==> config.mk <==
export PLATFORM = sky130hd
export DESIGN_NAME = svrhs_alu
export DESIGN_NICKNAME = d
export VERILOG_FILES = /design/src/rtl/svrhs_pkg.sv /design/src/rtl/svrhs_alu.sv
export SDC_FILE = /design/constraint.sdc
export NUM_CORES = 1
export LEC_CHECK = 0
export BUFFER_PORTS_ARGS = -buffer_cell sky130_fd_sc_hd__clkbuf_2
export CAP_MARGIN = 10
export CORE_ASPECT_RATIO = 1.1
export CORE_MARGIN = 2
export CORE_UTILIZATION = 40
export DETAILED_ROUTE_END_ITERATION = 10
export PLACE_DENSITY = 0.64
export SLEW_MARGIN = 25
export SYNTH_ARGS = -nofsm -noshare
export SYNTH_HDL_FRONTEND = slang
export SYNTH_SLANG_ARGS = --single-unit
==> constraint.sdc <==
create_clock -name clk -period 17.93 [get_ports clk]
set_clock_uncertainty 0.05 [all_clocks]
set_input_delay 3.586 -clock clk [delete_from_list [all_inputs] [get_ports clk]]
set_output_delay 3.586 -clock clk [all_outputs]
set_load 0.01 [all_outputs]
==> src/rtl/svrhs_pkg.sv <==
// Shared types, constants and saturation helpers for the staggered-grid
// y-momentum right-hand-side block. No dependencies.
`default_nettype none

package svrhs_pkg;

    localparam int ColW  = 10;
    localparam int RowW  = 16;
    localparam int ValW  = 48;
    localparam int UW    = 47;
    localparam int AddrW = ColW + 1;

    localparam logic [ValW-1:0] MaxPos = 48'h7FFF_FFFF_FFFF;
    localparam logic [ValW-1:0] MinNeg = 48'h8000_0000_0000;

    localparam logic [2:0] CfgRowCells   = 3'd0;
    localparam logic [2:0] CfgRowCount   = 3'd1;
    localparam logic [2:0] CfgImplicitX  = 3'd2;
    localparam logic [2:0] CfgImplicitY  = 3'd3;
    localparam logic [2:0] CfgDiffusivity = 3'd4;
    localparam logic [2:0] CfgGridDy     = 3'd5;

    typedef enum logic {
        ALU_MUL,
        ALU_DIV
    } alu_op_t;

    typedef struct packed {
        logic            start;
        alu_op_t         op;
        logic [ValW-1:0] a;
        logic [ValW-1:0] b;
    } alu_req_t;

    function automatic logic [ValW+1:0] ext50(input logic [ValW-1:0] x);
        return {{2{x[ValW-1]}}, x};
    endfunction

    function automatic logic [ValW-1:0] sat50(input logic [ValW+1:0] v);
        if ((v[ValW+1] == v[ValW]) && (v[ValW] == v[ValW-1]))
        begin
            return v[ValW-1:0];
        end
        return v[ValW+1] ? MinNeg : MaxPos;
    endfunction

endpackage

`default_nettype wire

==> src/rtl/svrhs_alu.sv <==
// Iterative fixed-point unit: Q16.32 multiply (shift-add, one bit a cycle)
// and divide (restoring, one bit a cycle), both saturating. Uses svrhs_pkg.
`default_nettype none

module svrhs_alu (
    input  wire logic                           clk,
    input  wire logic                           rst_n,
    input  wire svrhs_pkg::alu_req_t            req,
    output logic                                done,
    output logic [svrhs_pkg::ValW-1:0]          result
);

    typedef enum logic [2:0] {
        A_IDLE,
        A_MUL,
        A_MRES,
        A_DIV,
        A_DRES,
        A_OUT
    } alu_state_t;

    alu_state_t  state_reg, state_next;
    logic [6:0]  cnt_reg, cnt_next;
    logic        neg_reg, neg_next;
    logic [47:0] ub_reg, ub_next;
    logic [96:0] prod_reg, prod_next;
    logic [48:0] rem_reg, rem_next;
    logic [79:0] num_reg, num_next;
    logic [46:0] q_reg, q_next;
    logic        ovf_reg, ovf_next;
    logic [47:0] res_reg, res_next;

    logic [47:0] mag_a;
    logic [47:0] mag_b;
    logic [48:0] mul_sum;
    logic [48:0] rem_shift;
    logic        rem_ge;

    function automatic logic [47:0] mag48(input logic [47:0] x);
        return x[47] ? (48'd0 - x) : x;
    endfunction

    function automatic logic [47:0] sat_mag(input logic neg, input logic big,
                                           input logic [46:0] m);
        if (!neg)
        begin
            return big ? svrhs_pkg::MaxPos : {1'b0, m};
        end
        return big ? svrhs_pkg::MinNeg : (48'd0 - {1'b0, m});
    endfunction

    assign mag_a     = mag48(req.a);
    assign mag_b     = mag48(req.b);
    assign mul_sum   = prod_reg[96:48] + (prod_reg[0] ? {1'b0, ub_reg} : 49'd0);
    assign rem_shift = {rem_reg[47:0], num_reg[79]};
    assign rem_ge    = rem_shift >= {1'b0, ub_reg};

    assign done   = (state_reg == A_OUT);
    assign result = res_reg;

    always_comb
    begin
        state_next = state_reg;
        cnt_next   = cnt_reg;
        neg_next   = neg_reg;
        ub_next    = ub_reg;
        prod_next  = prod_reg;
        rem_next   = rem_reg;
        num_next   = num_reg;
        q_next     = q_reg;
        ovf_next   = ovf_reg;
        res_next   = res_reg;
        case (state_reg)
            A_IDLE:
            begin
                if (req.start)
                begin
                    neg_next = req.a[47] ^ req.b[47];
                    cnt_next = 7'd0;
                    if (req.op == svrhs_pkg::ALU_MUL)
                    begin
                        ub_next    = mag_a;
                        prod_next  = {49'd0, mag_b};
                        state_next = A_MUL;
                    end
                    else if (req.b == 48'd0)
                    begin
                        if (req.a == 48'd0)
                        begin
                            res_next = 48'd0;
                        end
                        else
                        begin
                            res_next = req.a[47] ? svrhs_pkg::MinNeg : svrhs_pkg::MaxPos;
                        end
                        state_next = A_OUT;
                    end
                    else
                    begin
                        ub_next    = mag_b;
                        num_next   = {mag_a, 32'd0};
                        rem_next   = 49'd0;
                        q_next     = 47'd0;
                        ovf_next   = 1'b0;
                        state_next = A_DIV;
                    end
                end
            end
            A_MUL:
            begin
                prod_next = {1'b0, mul_sum, prod_reg[47:1]};
                cnt_next  = cnt_reg + 7'd1;
                if (cnt_reg == 7'd47)
                begin
                    state_next = A_MRES;
                end
            end
            A_MRES:
            begin
                res_next   = sat_mag(neg_reg, |prod_reg[95:79], prod_reg[78:32]);
                state_next = A_OUT;
            end
            A_DIV:
            begin
                rem_next = rem_ge ? (rem_shift - {1'b0, ub_reg}) : rem_shift;
                num_next = {num_reg[78:0], 1'b0};
                q_next   = {q_reg[45:0], rem_ge};
                ovf_next = ovf_reg | q_reg[46];
                cnt_next = cnt_reg + 7'd1;
                if (cnt_reg == 7'd79)
                begin
                    state_next = A_DRES;
                end
            end
            A_DRES:
            begin
                res_next   = sat_mag(neg_reg, ovf_reg, q_reg);
                state_next = A_OUT;
            end
            A_OUT:
            begin
                state_next = A_IDLE;
            end
            default:
            begin
                state_next = A_IDLE;
            end
        endcase
    end

    always_ff @(posedge clk or negedge rst_n)
    begin
        if (!rst_n)
        begin
            state_reg <= A_IDLE;
            cnt_reg   <= 7'd0;
        end
        else
        begin
            state_reg <= state_next;
            cnt_reg   <= cnt_next;
        end
    end

    always_ff @(posedge clk)
    begin
        neg_reg  <= neg_next;
        ub_reg   <= ub_next;
        prod_reg <= prod_next;
        rem_reg  <= rem_next;
        num_reg  <= num_next;
        q_reg    <= q_next;
        ovf_reg  <= ovf_next;
        res_reg  <= res_next;
    end

endmodule

`default_nettype wire

==> results_dict.tcl <==
set metrics [dict create \
    startpoint "req[15]" \
    grt_pass1_vias 19400 \
    stdcell_area_mm2 0.0271 \
    finalPower_uw 4780 \
    dp_hpwl_mm 49.6 \
    antenna_found_initial 0 \
    rsz0062_at_grt "false" \
    cts_buffer_depth 3 \
    reg2reg_to "result[45]" \
    fmax_mhz 130 \
    firstDrtPassIters 6 \
    endpoint "result[17]" \
    synth_seq_cells 347 \
    cts_resized 0 \
    cts_setup_buffers 0 \
    synthDistinctLibCells 78 \
    critPathMostFrequentCell "or3_4" \
    cpPeakStageDelay_ns 0.56 \
    finalHoldViolCount 0 \
    drive_gt1_share_pct 10.2 \
    cts_buffers 40 \
    routed_wirelength_mm 67.4 \
    wl_per_cell_um 19.4 \
    die_area_mm2 0.0627 \
    dpl_cell_area_mm2 0.0257 \
    placementRows 94 \
    cts-hold-fix-buffers 0 \
    status "finished clean" \
    drt_iter0_markers 1751 \
    max-vdd-ir-drop_uv 84.8 \
    io_buffers 148 \
    use_met2_pct 34.5 \
    grt_use_total_pct 21.0 \
    synthSimpleGateAreaFrac_pct 18.6 \
    seq_power_share_pct 34.7 \
    swShare_pct 42.5 \
    core_mm2 0.0600 \
    cts.clk_slew.worst_paths_ns 0.06 \
    postRouteAntennaNets 0 \
    grt_first_pass_wirelength_mm 106 \
    relSlewSlack_pct 33.7 \
    clkLatencyLatePin_ns 0.58 \
    viasPerCell 5.92 \
    synth_top_family_by_area "compound AO/OA/AOI/OAI gates" \
    synthXorXnorAreaFrac_pct 8.26 \
    grt-ovfl-total 0 \
    layout_common_cells "337 x edfxtp_1, 306 x nor2_1, 260 x a21oi_1, 179 x nand2_1, 154 x xor2_1" \
    insertedDiodeCount 0 \
    nets 2875 \
    crit_chain "clkbuf_2, or4_4, or4_4, or3_4, or4b_4, or3_4, or3_4, nor4_4, a311oi_1, a211oi_4, buf_4" \
    ys_seq_area_share_pct 42.7 \
    area_growth_pct 11.4 \
    combPwrFrac_pct 47.0 \
    synth_edf_count 337 \
    dr_total_vias 20500 \
    powerDensity_mw_per_mm2 177 \
    netlist_instances 2610 \
    ys_warn_count 0 \
    cts_htree_levels 2 \
    tightestPinTransition_ns 0.969 \
    p_clk_share_pct 18.3 \
    place.gp.congestion 0.904 \
    fin_crit_sh_pct 42.7 \
    setup_viol 0 \
    cp-end-kind "flip-flop" \
    layout_commonest_cell "edfxtp_1" \
    synth_mux_area_share_pct 2.27 \
    start_kind "primary input" \
    avgSynthCellArea_um2 9.30 \
    fillers 5699 \
    grt_busiest_layer "met2" \
    die_x_um 239 \
    die_h_um 262 \
    rr_startpoint "prod_reg[80]" \
    start_util_pct 40.5 \
    arrival_ns 7.81 \
    critPathBufInv 2 \
    use_met1_pct 29.2 \
    largest_register_ffs 96 \
    ys.flop_type "edfxtp_1" \
    synth_compound_area_share_pct 19.2 \
    synth_adder_area_share_pct 5.37 \
    utilization_pct 45.1 \
    synth_nets 2813 \
    ys_async_sr_fraction_pct 2.88 \
    tns_ns 0 \
    critPathTopFamily "simple AND/OR/NAND/NOR gates" \
    critPathMaxFanout 48 \
    intPower_uw 2750 \
    r2r_setup_slack_ns 13.06 \
    path_depth 11 \
    required_ns 18.08 \
    p_leak_uw 0.0108 \
    cts_tree "built" \
    synth_area_mm2 0.0243 \
    numClockSinks 347 \
    ios 149 \
    criticalPathCategory "in -> reg" \
    hp-class "reg -> reg" \
    clock-root-buffer "clkbuf_16" \
    switchingPower_uw 2030 \
    maxCapViolCount 0 \
    slowest_stage "or4_4" \
    grt_max_degree 81 \
    period_minus_slack_ns 7.66 \
    use_met3_pct 2.28 \
    slew_viol_final 0 \
    reg2reg_depth 10 \
    drc 0 \
]
==> layer usage <==
metal | vias to the layer above | wire length [um]
met2 | 719 | 31600
met4 | 0 | 1570
met5 | - | 0
met1 | 9938 | 30300
met3 | 97 | 3930
li1 | 9783 | -
==> cell usage after synthesis, drive strengths merged, types with 5 or more instances <==
library cell	number	area, um2
a21oi	261	1310
nand3	34	170
xnor2	75	657
a21o	70	526
and4	8	70.1
and2	60	375
o41ai	17	164
o31ai	53	398
inv	82	308
edfxtp	337	10100
o221ai	10	87.6
nor2b	18	113
ha	101	1260
or4	34	267
mux2i	54	541
a211oi	20	150
nand4	30	188
nor4	22	168
nand2	180	676
o21ai	140	701
clkbuf	141	529
and3	61	382
or2	16	100
or3	36	245
nor3b	18	135
o22ai	34	213
a211o	5	43.8
buf	12	47.6
dfrtp	10	250
a221o	20	200
nor3	44	220
o21bai	12	90.1
o21a	12	90.1
nand2b	21	131
a21boi	9	67.6
a31oi	18	113
o211ai	10	75.1
xor2	154	1350
nor2	308	1160
==> how the worst min path moves through the flow <==
stage	start	endpoint	slack, ns	depth (start not counted)
after floorplan	cnt_reg[6]	cnt_reg[6]	0.42	1
after global placement	cnt_reg[6]	cnt_reg[6]	0.44	1
after detailed placement	cnt_reg[6]	cnt_reg[6]	0.45	1
after CTS	cnt_reg[6]	cnt_reg[6]	0.46	1
after global routing	cnt_reg[6]	cnt_reg[6]	0.47	1
final	cnt_reg[6]	cnt_reg[6]	0.46	1
==> through the flow <==
step / setup slack (ns) / instances / hold slack (ns)
6_report: 10.27 / 3471 / 0.458
5_1_grt: 10.13 / 3471 / 0.475
4_1_cts: 10.14 / 3471 / 0.455
3_5_place_dp: 9.55 / 3398 / 0.448
3_3_place_gp: 9.67 / 3398 / 0.441
2_1_floorplan: 6.60 / 2610 / 0.418
==> cell type report <==
| type | count | area, um2 | area share [%] |
|---|---|---|---|
| Multi-Input combinational cell | 2028 | 13100 | 48.4 |
| Sequential cell | 347 | 10400 | 38.3 |
| Clock buffer | 47 | 1050 | 3.88 |
| Tap cell | 768 | 961 | 3.55 |
| Timing Repair Buffer | 173 | 932 | 3.45 |
| Clock inverter | 26 | 333 | 1.23 |
| Inverter | 82 | 308 | 1.14 |
==> power by group through the flow <==
stage / clock (uW) / combinational, uW / sequential, uW
3_5_place_dp: 0 / 2220 / 1660
4_1_cts: 889 / 2230 / 1650
6_report: 874 / 2250 / 1660
3_3_place_gp: 0 / 2180 / 1650
2_1_floorplan: 0 / 1680 / 1620
5_1_grt: 921 / 2510 / 1690
==> logic make-up (layout without fill, tap and decap cells) <==
| group | Yosys count | in the layout |
|---|---|---|
| flip-flops | 347 | 347 |
| AO/OA/AOI/OAI | 738 | 738 |
| XOR/XNOR | 229 | 229 |
| multiplexers | 55 | 55 |
| adder cells (fa/ha/maj) | 103 | 103 |
| AND/OR/NAND/NOR | 903 | 903 |
| buffers and inverters | 235 | 328 |
No activity file was read; power rests on OpenSTA's default activity.
